--- src/hw/rtl/mnee_pkg.sv ---
// ----------------------------------------------------------------------------
// MIDI note event extractor package
// Shared types, codes and constants of the note event extractor.
// ----------------------------------------------------------------------------
`default_nettype none

package mnee_pkg;

   localparam int unsigned DIV_STEPS = 40;

   localparam logic [31:0] HDR_TAG   = 32'h4D54_6864;
   localparam logic [31:0] TRK_TAG   = 32'h4D54_726B;
   localparam logic [23:0] TEMPO_TAG = 24'hFF_5103;
   localparam logic [15:0] END_TAG   = 16'hFF2F;
   localparam logic [7:0]  NOTE_ON   = 8'h90;
   localparam logic [7:0]  SYNC_NOTE = 8'h45;
   localparam logic [7:0]  META_HEAD = 8'hFF;
   localparam logic [7:0]  TEMPO_CMD = 8'h51;
   localparam logic [7:0]  CTRL_HEAD = 8'hB0;
   localparam logic [7:0]  CONT_BIT  = 8'h80;
   localparam logic [7:0]  NOTE_A    = 8'd69;
   localparam logic [7:0]  NOTE_B    = 8'd71;
   localparam logic [7:0]  NOTE_C    = 8'd72;
   localparam logic [7:0]  NOTE_D    = 8'd74;
   localparam logic [30:0] TIME_MAX  = 31'h7FFF_FFFF;

   typedef enum logic [3:0] {
      PH_HDR_SEARCH   = 4'd0,
      PH_HDR_SKIP     = 4'd1,
      PH_TRK_SEARCH   = 4'd2,
      PH_TEMPO_SEARCH = 4'd3,
      PH_TEMPO_INIT   = 4'd4,
      PH_SYNC_SEARCH  = 4'd5,
      PH_DELTA        = 4'd6,
      PH_DROP_STATUS  = 4'd7,
      PH_HEAD         = 4'd8,
      PH_SECOND       = 4'd9,
      PH_TEMPO_LEN    = 4'd10,
      PH_TEMPO_EVT    = 4'd11,
      PH_B0_DROP      = 4'd12,
      PH_DONE         = 4'd13
   } phase_type;

   typedef enum logic [2:0] {
      CS_IDLE,
      CS_MUL,
      CS_ADD,
      CS_DIV,
      CS_EMIT
   } ctrl_state_type;

   typedef enum logic {
      REC_NOTE = 1'b0,
      REC_END  = 1'b1
   } rec_kind_type;

   typedef struct packed {
      logic step;
      logic mul;
      logic add;
      logic div_step;
      logic load_out;
   } cmd_type;

   typedef struct packed {
      logic want_mul;
      logic want_div;
      logic want_emit;
      logic div_last;
      logic div_emit;
      logic out_free;
   } status_type;

endpackage

`default_nettype wire

--- src/hw/rtl/mnee_ctrl.sv ---
// ----------------------------------------------------------------------------
// MIDI note event extractor controller
// Sequences byte steps, the delta multiply, the tick divider and record output.
// ----------------------------------------------------------------------------
`default_nettype none

module mnee_ctrl (
   input  wire                  clock,
   input  wire                  reset,
   input  wire                  req_tvalid,
   output logic                 req_tready,
   input  mnee_pkg::status_type status,
   output mnee_pkg::cmd_type    cmd
);

   mnee_pkg::ctrl_state_type state_ff, state_in;

   always_ff @(posedge clock) begin
      if (reset) begin
         state_ff <= mnee_pkg::CS_IDLE;
      end else begin
         state_ff <= state_in;
      end
   end

   always_comb begin
      state_in = state_ff;
      unique case (state_ff)
         mnee_pkg::CS_IDLE: begin
            if (req_tvalid) begin
               if (status.want_emit) begin
                  state_in = mnee_pkg::CS_EMIT;
               end else if (status.want_div) begin
                  state_in = mnee_pkg::CS_DIV;
               end else if (status.want_mul) begin
                  state_in = mnee_pkg::CS_MUL;
               end
            end
         end
         mnee_pkg::CS_MUL: state_in = mnee_pkg::CS_ADD;
         mnee_pkg::CS_ADD: state_in = mnee_pkg::CS_IDLE;
         mnee_pkg::CS_DIV: begin
            if (status.div_last) begin
               state_in = status.div_emit ? mnee_pkg::CS_EMIT : mnee_pkg::CS_IDLE;
            end
         end
         mnee_pkg::CS_EMIT: begin
            if (status.out_free) begin
               state_in = mnee_pkg::CS_IDLE;
            end
         end
         default: state_in = mnee_pkg::CS_IDLE;
      endcase
   end

   always_comb begin
      req_tready   = (state_ff == mnee_pkg::CS_IDLE);
      cmd.step     = (state_ff == mnee_pkg::CS_IDLE) && req_tvalid;
      cmd.mul      = (state_ff == mnee_pkg::CS_MUL);
      cmd.add      = (state_ff == mnee_pkg::CS_ADD);
      cmd.div_step = (state_ff == mnee_pkg::CS_DIV);
      cmd.load_out = (state_ff == mnee_pkg::CS_EMIT) && status.out_free;
   end

endmodule

`default_nettype wire

--- src/hw/rtl/mnee_dp.sv ---
// ----------------------------------------------------------------------------
// MIDI note event extractor datapath
// Parse state, byte window, tick divider, delta multiplier and output register.
// ----------------------------------------------------------------------------
`default_nettype none

module mnee_dp (
   input  wire                  clock,
   input  wire                  reset,
   input  mnee_pkg::cmd_type    cmd,
   output mnee_pkg::status_type status,
   input  wire [7:0]            req_byte,
   input  wire                  req_eof,
   input  wire                  csr_valid,
   input  wire [3:0]            csr_data,
   output logic                 rsp_valid,
   input  wire                  rsp_ready,
   output logic                 rsp_kind,
   output logic [1:0]           rsp_light,
   output logic [30:0]          rsp_time,
   output logic [7:0]           rsp_level
);

   typedef struct packed {
      mnee_pkg::phase_type phase;
      logic                load10;
      logic                load3;
      logic                clr_delta;
   } settle_type;

   function automatic settle_type settle(input mnee_pkg::phase_type ph,
                                         input logic [31:0] win,
                                         input logic [3:0] chan);
      settle_type r;
      r = '{phase: ph, load10: 1'b0, load3: 1'b0, clr_delta: 1'b0};
      if (ph == mnee_pkg::PH_HDR_SEARCH && win == mnee_pkg::HDR_TAG) begin
         r.phase  = mnee_pkg::PH_HDR_SKIP;
         r.load10 = 1'b1;
      end else if (ph == mnee_pkg::PH_SYNC_SEARCH &&
                   win[23:0] == {mnee_pkg::NOTE_ON | {4'b0, chan}, mnee_pkg::SYNC_NOTE,
                                 8'h00}) begin
         r.phase     = mnee_pkg::PH_DELTA;
         r.clr_delta = 1'b1;
      end else begin
         if (ph == mnee_pkg::PH_TRK_SEARCH && win == mnee_pkg::TRK_TAG) begin
            r.phase = mnee_pkg::PH_TEMPO_SEARCH;
         end
         if (r.phase == mnee_pkg::PH_TEMPO_SEARCH && win[23:0] == mnee_pkg::TEMPO_TAG) begin
            r.phase = mnee_pkg::PH_TEMPO_INIT;
            r.load3 = 1'b1;
         end
      end
      return r;
   endfunction

   mnee_pkg::phase_type phase_ff, phase_in;
   logic [31:0] window_ff, window_in;
   logic [3:0]  bytes_ff, bytes_in;
   logic [15:0] tpb_ff, tpb_in;
   logic [23:0] tempo_ff, tempo_in;
   logic [39:0] tick_ff, tick_in;
   logic [30:0] elapsed_ff, elapsed_in;
   logic [27:0] delta_ff, delta_in;
   logic        skip_ff, skip_in;
   logic [7:0]  head_ff, head_in;
   logic [3:0]  chan_ff;
   logic [39:0] divq_ff, divq_in;
   logic [16:0] rem_ff, rem_in;
   logic [5:0]  cnt_ff, cnt_in;
   logic [51:0] phi_ff, phi_in;
   logic [43:0] plo_ff, plo_in;
   logic        rec_kind_ff, rec_kind_in;
   logic [1:0]  rec_light_ff, rec_light_in;
   logic [7:0]  rec_level_ff, rec_level_in;
   logic        valid_ff;
   logic        out_kind_ff;
   logic [1:0]  out_light_ff;
   logic [30:0] out_time_ff;
   logic [7:0]  out_level_ff;

   logic [31:0] win_next;
   logic [3:0]  bytes_dec;
   logic [16:0] rem_try;
   logic [53:0] sum_wide;
   logic        do_settle;
   mnee_pkg::phase_type settle_from;
   logic [31:0] settle_win;
   settle_type  s;
   logic        ee_hit;
   logic        out_free;

   assign out_free = !valid_ff || rsp_ready;

   always_ff @(posedge clock) begin
      if (reset) begin
         phase_ff   <= mnee_pkg::PH_HDR_SEARCH;
         window_ff  <= '0;
         bytes_ff   <= '0;
         tpb_ff     <= '0;
         tempo_ff   <= '0;
         tick_ff    <= '0;
         elapsed_ff <= '0;
         delta_ff   <= '0;
         skip_ff    <= 1'b0;
         head_ff    <= '0;
         chan_ff    <= '0;
         valid_ff   <= 1'b0;
      end else begin
         phase_ff   <= phase_in;
         window_ff  <= window_in;
         bytes_ff   <= bytes_in;
         tpb_ff     <= tpb_in;
         tempo_ff   <= tempo_in;
         tick_ff    <= tick_in;
         elapsed_ff <= elapsed_in;
         delta_ff   <= delta_in;
         skip_ff    <= skip_in;
         head_ff    <= head_in;
         if (csr_valid) begin
            chan_ff <= csr_data;
         end
         if (cmd.load_out) begin
            valid_ff <= 1'b1;
         end else if (rsp_ready) begin
            valid_ff <= 1'b0;
         end
      end
   end

   always_ff @(posedge clock) begin
      divq_ff      <= divq_in;
      rem_ff       <= rem_in;
      cnt_ff       <= cnt_in;
      phi_ff       <= phi_in;
      plo_ff       <= plo_in;
      rec_kind_ff  <= rec_kind_in;
      rec_light_ff <= rec_light_in;
      rec_level_ff <= rec_level_in;
      if (cmd.load_out) begin
         out_kind_ff  <= rec_kind_ff;
         out_light_ff <= rec_light_ff;
         out_time_ff  <= elapsed_ff;
         out_level_ff <= rec_level_ff;
      end
   end

   always_comb begin
      phase_in     = phase_ff;
      window_in    = window_ff;
      bytes_in     = bytes_ff;
      tpb_in       = tpb_ff;
      tempo_in     = tempo_ff;
      tick_in      = tick_ff;
      elapsed_in   = elapsed_ff;
      delta_in     = delta_ff;
      skip_in      = skip_ff;
      head_in      = head_ff;
      divq_in      = divq_ff;
      rem_in       = rem_ff;
      cnt_in       = cnt_ff;
      phi_in       = phi_ff;
      plo_in       = plo_ff;
      rec_kind_in  = rec_kind_ff;
      rec_light_in = rec_light_ff;
      rec_level_in = rec_level_ff;
      status       = '0;
      status.out_free = out_free;
      do_settle    = 1'b0;
      settle_from  = phase_ff;
      settle_win   = window_ff;
      win_next     = {window_ff[23:0], req_byte};
      bytes_dec    = bytes_ff - 4'd1;
      ee_hit       = 1'b0;
      rem_try      = {rem_ff[15:0], divq_ff[39]};
      sum_wide     = 54'(elapsed_ff) + 54'(phi_ff) + 54'(plo_ff[43:16]);

      if (cmd.step && phase_ff != mnee_pkg::PH_DONE) begin
         if (req_eof) begin
            rec_kind_in  = mnee_pkg::REC_END;
            rec_light_in = '0;
            rec_level_in = '0;
            phase_in     = mnee_pkg::PH_DONE;
            status.want_emit = 1'b1;
         end else begin
            window_in  = win_next;
            settle_win = win_next;
            ee_hit     = (win_next[15:0] == mnee_pkg::END_TAG);
            unique case (phase_ff)
               mnee_pkg::PH_HDR_SKIP: begin
                  bytes_in = bytes_dec;
                  if (bytes_dec == 4'd0) begin
                     tpb_in      = win_next[15:0];
                     phase_in    = mnee_pkg::PH_TRK_SEARCH;
                     do_settle   = 1'b1;
                     settle_from = mnee_pkg::PH_TRK_SEARCH;
                  end
               end
               mnee_pkg::PH_TEMPO_INIT, mnee_pkg::PH_TEMPO_EVT: begin
                  tempo_in = {tempo_ff[15:0], req_byte};
                  bytes_in = bytes_dec;
                  if (bytes_dec == 4'd0) begin
                     status.want_div = 1'b1;
                     divq_in = {tempo_in, 16'h0000};
                     rem_in  = '0;
                     cnt_in  = '0;
                  end
               end
               mnee_pkg::PH_DELTA: begin
                  if ((req_byte & mnee_pkg::CONT_BIT) != 8'h00) begin
                     delta_in = (delta_ff + {21'b0, req_byte[6:0]}) << 7;
                  end else begin
                     delta_in = delta_ff + {20'b0, req_byte};
                     status.want_mul = 1'b1;
                     phase_in = skip_ff ? mnee_pkg::PH_DROP_STATUS : mnee_pkg::PH_HEAD;
                  end
               end
               mnee_pkg::PH_DROP_STATUS: begin
                  skip_in  = 1'b0;
                  phase_in = mnee_pkg::PH_HEAD;
               end
               mnee_pkg::PH_HEAD: begin
                  head_in  = req_byte;
                  phase_in = mnee_pkg::PH_SECOND;
               end
               mnee_pkg::PH_SECOND: begin
                  if (head_ff == mnee_pkg::META_HEAD && req_byte == mnee_pkg::TEMPO_CMD) begin
                     skip_in  = 1'b1;
                     phase_in = mnee_pkg::PH_TEMPO_LEN;
                  end else if (head_ff == mnee_pkg::CTRL_HEAD) begin
                     phase_in = mnee_pkg::PH_B0_DROP;
                  end else if (head_ff == mnee_pkg::NOTE_A || head_ff == mnee_pkg::NOTE_B ||
                               head_ff == mnee_pkg::NOTE_C || head_ff == mnee_pkg::NOTE_D) begin
                     rec_kind_in  = mnee_pkg::REC_NOTE;
                     rec_light_in = (head_ff == mnee_pkg::NOTE_A) ? 2'd0 :
                                    (head_ff == mnee_pkg::NOTE_B) ? 2'd1 :
                                    (head_ff == mnee_pkg::NOTE_C) ? 2'd2 : 2'd3;
                     rec_level_in = req_byte;
                     phase_in     = mnee_pkg::PH_DELTA;
                     delta_in     = '0;
                     status.want_emit = 1'b1;
                  end else if (ee_hit) begin
                     rec_kind_in  = mnee_pkg::REC_END;
                     rec_light_in = '0;
                     rec_level_in = '0;
                     phase_in     = mnee_pkg::PH_DONE;
                     status.want_emit = 1'b1;
                  end else begin
                     phase_in = mnee_pkg::PH_DELTA;
                     delta_in = '0;
                  end
               end
               mnee_pkg::PH_TEMPO_LEN: begin
                  bytes_in = 4'd3;
                  tempo_in = '0;
                  phase_in = mnee_pkg::PH_TEMPO_EVT;
               end
               mnee_pkg::PH_B0_DROP: begin
                  skip_in = 1'b1;
                  if (ee_hit) begin
                     rec_kind_in  = mnee_pkg::REC_END;
                     rec_light_in = '0;
                     rec_level_in = '0;
                     phase_in     = mnee_pkg::PH_DONE;
                     status.want_emit = 1'b1;
                  end else begin
                     phase_in = mnee_pkg::PH_DELTA;
                     delta_in = '0;
                  end
               end
               mnee_pkg::PH_HDR_SEARCH, mnee_pkg::PH_TRK_SEARCH,
               mnee_pkg::PH_TEMPO_SEARCH, mnee_pkg::PH_SYNC_SEARCH: begin
                  do_settle = 1'b1;
               end
               default: phase_in = mnee_pkg::PH_DONE;
            endcase
         end
      end

      if (cmd.mul) begin
         phi_in = delta_ff * tick_ff[39:16];
         plo_in = delta_ff * tick_ff[15:0];
      end

      if (cmd.add) begin
         elapsed_in = (sum_wide > 54'(mnee_pkg::TIME_MAX)) ? mnee_pkg::TIME_MAX
                                                           : sum_wide[30:0];
      end

      if (cmd.div_step) begin
         if (rem_try >= {1'b0, tpb_ff}) begin
            rem_in  = rem_try - {1'b0, tpb_ff};
            divq_in = {divq_ff[38:0], 1'b1};
         end else begin
            rem_in  = rem_try;
            divq_in = {divq_ff[38:0], 1'b0};
         end
         cnt_in = cnt_ff + 6'd1;
         status.div_last = (cnt_ff == 6'(mnee_pkg::DIV_STEPS - 1));
         if (status.div_last) begin
            tick_in = divq_in;
            if (phase_ff == mnee_pkg::PH_TEMPO_INIT) begin
               phase_in    = mnee_pkg::PH_SYNC_SEARCH;
               do_settle   = 1'b1;
               settle_from = mnee_pkg::PH_SYNC_SEARCH;
            end else if (window_ff[15:0] == mnee_pkg::END_TAG) begin
               rec_kind_in  = mnee_pkg::REC_END;
               rec_light_in = '0;
               rec_level_in = '0;
               phase_in     = mnee_pkg::PH_DONE;
               status.div_emit = 1'b1;
            end else begin
               phase_in = mnee_pkg::PH_DELTA;
               delta_in = '0;
            end
         end
      end

      s = settle(settle_from, settle_win, chan_ff);
      if (do_settle) begin
         phase_in = s.phase;
         if (s.load10) begin
            bytes_in = 4'd10;
         end
         if (s.load3) begin
            bytes_in = 4'd3;
            tempo_in = '0;
         end
         if (s.clr_delta) begin
            delta_in = '0;
         end
      end
   end

   assign rsp_valid = valid_ff;
   assign rsp_kind  = out_kind_ff;
   assign rsp_light = out_light_ff;
   assign rsp_time  = out_time_ff;
   assign rsp_level = out_level_ff;

endmodule

`default_nettype wire

--- src/hw/rtl/midi_note_event_extractor.sv ---
// ----------------------------------------------------------------------------
// MIDI note event extractor
// Parses a MIDI file byte stream and emits note and end-of-track records.
// ----------------------------------------------------------------------------
//  Channel   Direction  Contents
//  req_      in         tdata: data byte; tlast: end of file
//  rsp_      out        tdata: light, time, level; tuser: record kind
//  csr_      in         track channel write
//
// A word that ends a delta also runs the delta multiply and add, a word that
// completes a tempo value runs the bit-serial tick divider, and a word that
// produces a record also passes through the output register.
// Reset is synchronous and clears the parse state; a stalled output holds the
// block in its emit step until the record is taken.
`default_nettype none

module midi_note_event_extractor (
   input  wire         clock,
   input  wire         reset,
   input  wire         req_tvalid,
   output logic        req_tready,
   input  wire  [7:0]  req_tdata,   // [7:0] data_byte
   input  wire         req_tlast,   // end_of_file
   output logic        rsp_tvalid,
   input  wire         rsp_tready,
   output logic [47:0] rsp_tdata,   // [1:0] light_index, [32:2] time_us,
                                    // [40:33] level, [47:41] zero
   output logic        rsp_tuser,   // record_kind
   input  wire         csr_valid,
   output logic        csr_ready,
   input  wire  [3:0]  csr_data     // track_channel
);

   mnee_pkg::cmd_type    cmd;
   mnee_pkg::status_type status;
   logic [1:0]           light;
   logic [30:0]          time_us;
   logic [7:0]           level;

   mnee_ctrl u_ctrl (
      .clock      (clock),
      .reset      (reset),
      .req_tvalid (req_tvalid),
      .req_tready (req_tready),
      .status     (status),
      .cmd        (cmd)
   );

   mnee_dp u_dp (
      .clock     (clock),
      .reset     (reset),
      .cmd       (cmd),
      .status    (status),
      .req_byte  (req_tdata),
      .req_eof   (req_tlast),
      .csr_valid (csr_valid),
      .csr_data  (csr_data),
      .rsp_valid (rsp_tvalid),
      .rsp_ready (rsp_tready),
      .rsp_kind  (rsp_tuser),
      .rsp_light (light),
      .rsp_time  (time_us),
      .rsp_level (level)
   );

   assign csr_ready = 1'b1;
   assign rsp_tdata = {7'b0, level, time_us, light};

endmodule

`default_nettype wire

--- config.mk ---
export PLATFORM = sky130hd
export DESIGN_NAME = midi_note_event_extractor
export DESIGN_NICKNAME = d
export VERILOG_FILES = /design/src/hw/rtl/mnee_pkg.sv /design/src/hw/rtl/mnee_ctrl.sv /design/src/hw/rtl/mnee_dp.sv /design/src/hw/rtl/midi_note_event_extractor.sv
export SDC_FILE = /design/constraint.sdc
export NUM_CORES = 2
export LEC_CHECK = 0
export ABC_AREA = 1
export BUFFER_PORTS_ARGS = -buffer_cell sky130_fd_sc_hd__buf_2
export CORE_ASPECT_RATIO = 1.75
export CORE_MARGIN = 2
export CORE_UTILIZATION = 65
export CTS_CLUSTER_SIZE = 8
export DETAILED_ROUTE_END_ITERATION = 8
export PLACE_DENSITY_LB_ADDON = 0.3
export SYNTH_ARGS = -nofsm -noshare
export SYNTH_HDL_FRONTEND = slang
export SYNTH_SLANG_ARGS = --single-unit
--- constraint.sdc ---
create_clock -name clock -period 21.3 [get_ports clock]
set_clock_uncertainty 0.1 [all_clocks]
set_input_delay 1.065 -clock clock [delete_from_list [all_inputs] [get_ports clock]]
set_output_delay 1.065 -clock clock [all_outputs]
set_load 0.005 [all_outputs]
==> flow_metrics.py <==
metrics = {
    "run_status": {
        "status": "finished with violations",
        "violations": "max-capacitance violations, max-slew violations",
    },
    "clock_network": {
        "clk_pin_slew_ps": 60,
        "htreeDepth": 2,
        "holdBufCountCts": 0,
        "cts_setup_buffers": 0,
        "cts_num_sinks": 383,
        "cts_resized": 0,
        "tritoncts": "built",
        "clock_path_buffers": 3,
        "cts_buffers": 55,
        "insertion_delay_ps": 640,
        "clockRootBuffer": "clkbuf_16",
    },
    "logic_synthesis": {
        "yosys-top-cells-count": "inv_1 (2,075), nand2_1 (1,943), fa_1 (935)",
        "synthCells": 7859,
        "synth_seq_cells": 383,
        "yosys_most_used_dff": "dfxtp_1",
        "synth_edf_count": 184,
        "synth_cell_types": 63,
        "ys_warn_count": 0,
        "synth_area_leaders": "fa_1 (32%), inv_1 (13%), nand2_1 (12%)",
        "yosysMostFrequentCell": "inv_1",
        "synth_async_sr_flop_share_pct": 0,
        "syn_area_mm2": 0.05914,
        "yosysTopAreaCell": "fa_1",
        "ys_seq_area_share_pct": 16.08,
        "netlist.area_leader.share_pct": 31.65,
        "syn_area_per_cell_um2": 7.525,
    },
    "timing": {
        "setup_viol": 0,
        "finalMaxSlewViolations": 1,
        "worst_pin_slew_ps": 1485,
        "setup_tns_ps": 0,
        "max_freq_mhz": 118.8,
        "fin_hold_ws_ps": 338.2,
        "rsz0062_at_grt": "false",
        "layout_setup_ws_ps": 12880,
        "maxSlewHeadroom_pct": -0.06569,
        "hold_viol_final": 0,
        "period_needed_ps": 8417,
        "fin_crit_sh_pct": 39.52,
    },
    "detailed_routing": {
        "wire_per_inst_um": 21.20,
        "vias": 51040,
        "ant_nets": 0,
        "dr.pass1.iters": 6,
        "finalWirelength_mm": 189.9,
        "drt_drc_violations_left": 0,
        "drt_iter0_drc": 4166,
        "vias_per_cell": 5.701,
    },
    "cells_and_area": {
        "multi_input_area_mm2": 0.04043,
        "stdcell_count": 8954,
        "layout.nets": 9058,
        "drive_gt1_share_pct": 4.492,
        "area_growth_pct": 4.653,
        "regArea_mm2": 0.009547,
        "fillCellCount": 7623,
        "final_cell_area_mm2": 0.06189,
    },
    "die": {
        "dieArea_mm2": 0.09350,
        "fp-row-count": 146,
        "chipWidth_um": 232.0,
        "ios": 70,
        "core_area_mm2": 0.09042,
        "start_util_pct": 65.40,
        "die_y_um": 403.0,
    },
    "worst_hold_path": {
        "hold_start": "u_dp.rec_level_ff[7]",
        "holdPathStages": 0,
        "holdCritPathClass": "reg2reg",
        "min_to": "u_dp.rsp_level[7]",
    },
    "grt": {
        "grt_max_degree": 67,
        "antenna_found_initial": 4,
        "grt_util_all_layers_pct": 41.62,
        "grt_pass1_vias": 54780,
        "grt_overflow": 0,
        "grt_pass1_wl_mm": 292.9,
    },
    "worst_setup_path": {
        "end_kind": "flip-flop",
        "r2r_slack_ps": 12880,
        "crit_arrival_ps": 8700,
        "cp_max_fo": 42,
        "required_ps": 21580,
        "timing.rr.start": "u_dp.delta_ff[3]",
        "setup.worst_path.start_class": "flip-flop",
        "reg2regPathDepth": 22,
        "r2r-end": "u_dp.phi_ff[48]",
        "worstSetupPathType": "reg2reg",
    },
    "place": {
        "dpl_cell_area_mm2": 0.06024,
        "dpl.cell_count": 8855,
        "preCtsSetupSlack_ps": 13010,
        "dpl.hpwl_mm": 147.8,
        "port_buffers": 61,
        "place_congestion": 1.070,
    },
    "power_and_ir_drop": {
        "power.density_mw_per_mm2": 27.72,
        "vdd_drop_max_mv": 0.06377,
        "power_leakage_nw": 33.04,
    },
    "job": {
        "drv_cap": 1,
    },
}
layer usage:
metal	up-vias	wire [µm]	track usage, %
met3	1207	16730	8.626
li1	22870	-	-
met1	24100	57480	40.86
met5	-	38	0
met4	6	23210	40.80
met2	2865	92390	71.38
layout by cell type (no fill, tap or decap), drive strengths merged, types with 52 or more instances in the layout:
cell | netlist | routed
buf | 77 | 146
o21ai | 226 | 226
nand2 | 1986 | 1986
edfxtp | 184 | 184
nand3 | 196 | 196
inv | 2085 | 2086
dfxtp | 199 | 199
ha | 377 | 377
fa | 935 | 935
a31oi | 52 | 52
nor2 | 568 | 568
xnor2 | 55 | 55
a21oi | 277 | 277
clkbuf | 261 | 95
xor2 | 103 | 103
critical path, cell delays in order (launching register included):
cell and delay (ps):
dfxtp_2 1210, nand2_1 220, fa_1 510, fa_1 510, inv_1 50, fa_1 440
ha_1 230, fa_1 530, inv_1 50, fa_1 460, fa_1 540, inv_1 40
ha_1 340, nand2_1 60, o21ai_0 300, a21boi_1 250, o21ai_0 320, a21boi_0 250
o21ai_0 610, nand2_1 190, o21ai_0 520, a31oi_1 210, xor2_1 190
worst max path at each step:
stage,startpoint,to,slack (ps),cells after the start
after floorplan,req_tvalid,u_dp.cnt_ff[0],14170,10
after global placement,u_dp.delta_ff[3],u_dp.phi_ff[48],13170,22
after detailed placement,u_dp.delta_ff[3],u_dp.phi_ff[48],13010,22
after CTS,u_dp.delta_ff[3],u_dp.phi_ff[48],13020,22
after global routing,u_dp.delta_ff[3],u_dp.phi_ff[48],12690,22
final,u_dp.delta_ff[3],u_dp.phi_ff[48],12880,22
through the flow:
step | utilization (%) | power, mW
6_report | 68.44 | 1.715
2_1_floorplan | - | 0.8365
3_5_place_dp | 66.62 | 0.8637
3_3_place_gp | 66.62 | 0.8628
5_1_grt | 68.44 | 1.746
4_1_cts | 68.44 | 1.713
sequential cells by signal (all words and copies together), names as in the netlist, 8 cells and up:
register / count
u_dp.window_ff: 32
u_dp.rsp_level: 8
u_dp.rec_level_ff: 8
u_dp.tempo_ff: 16
u_dp.tpb_ff: 16
u_dp.tick_ff: 40
u_dp.rem_ff: 16
u_dp.phi_ff: 52
u_dp.plo_ff: 28
u_dp.divq_ff: 40
u_dp.elapsed_ff: 31
u_dp.delta_ff: 28
u_dp.head_ff: 8
u_dp.rsp_time: 31
cells by family after synthesis:
logic type | count (synthesis) | synth area share [%]
XOR/XNOR | 158 | 2.340
multiplexers | 1 | 0.01693
AND/OR/NAND/NOR | 2888 | 19.78
other | 2 | 0.01270
adder cells (fa/ha/maj) | 1312 | 39.63
buffers and inverters | 2427 | 15.64
flip-flops | 383 | 16.08
AO/OA/AOI/OAI | 688 | 6.504
report_power, final:
group / switching (mW) / leakage [nW] / internal (mW) / total (mW)
Combinational: 0.0530 / 28.9 / 0.0176 / 0.0706
Clock: 0.356 / 0.784 / 0.507 / 0.863
Sequential: 0.00845 / 3.31 / 0.773 / 0.782
layout make-up:
cell class | instances | share of cell area, %
multi-input cells | 5055 | 65.33
flip-flops and latches | 383 | 15.43
inverters | 2087 | 12.66
diodes | 1 | 0.004044
clock inverters | 3 | 0.05257
repair buffers | 146 | 1.528
well taps | 1184 | 2.394
clock buffers | 95 | 2.602
Power figures use the tool's default switching activity.
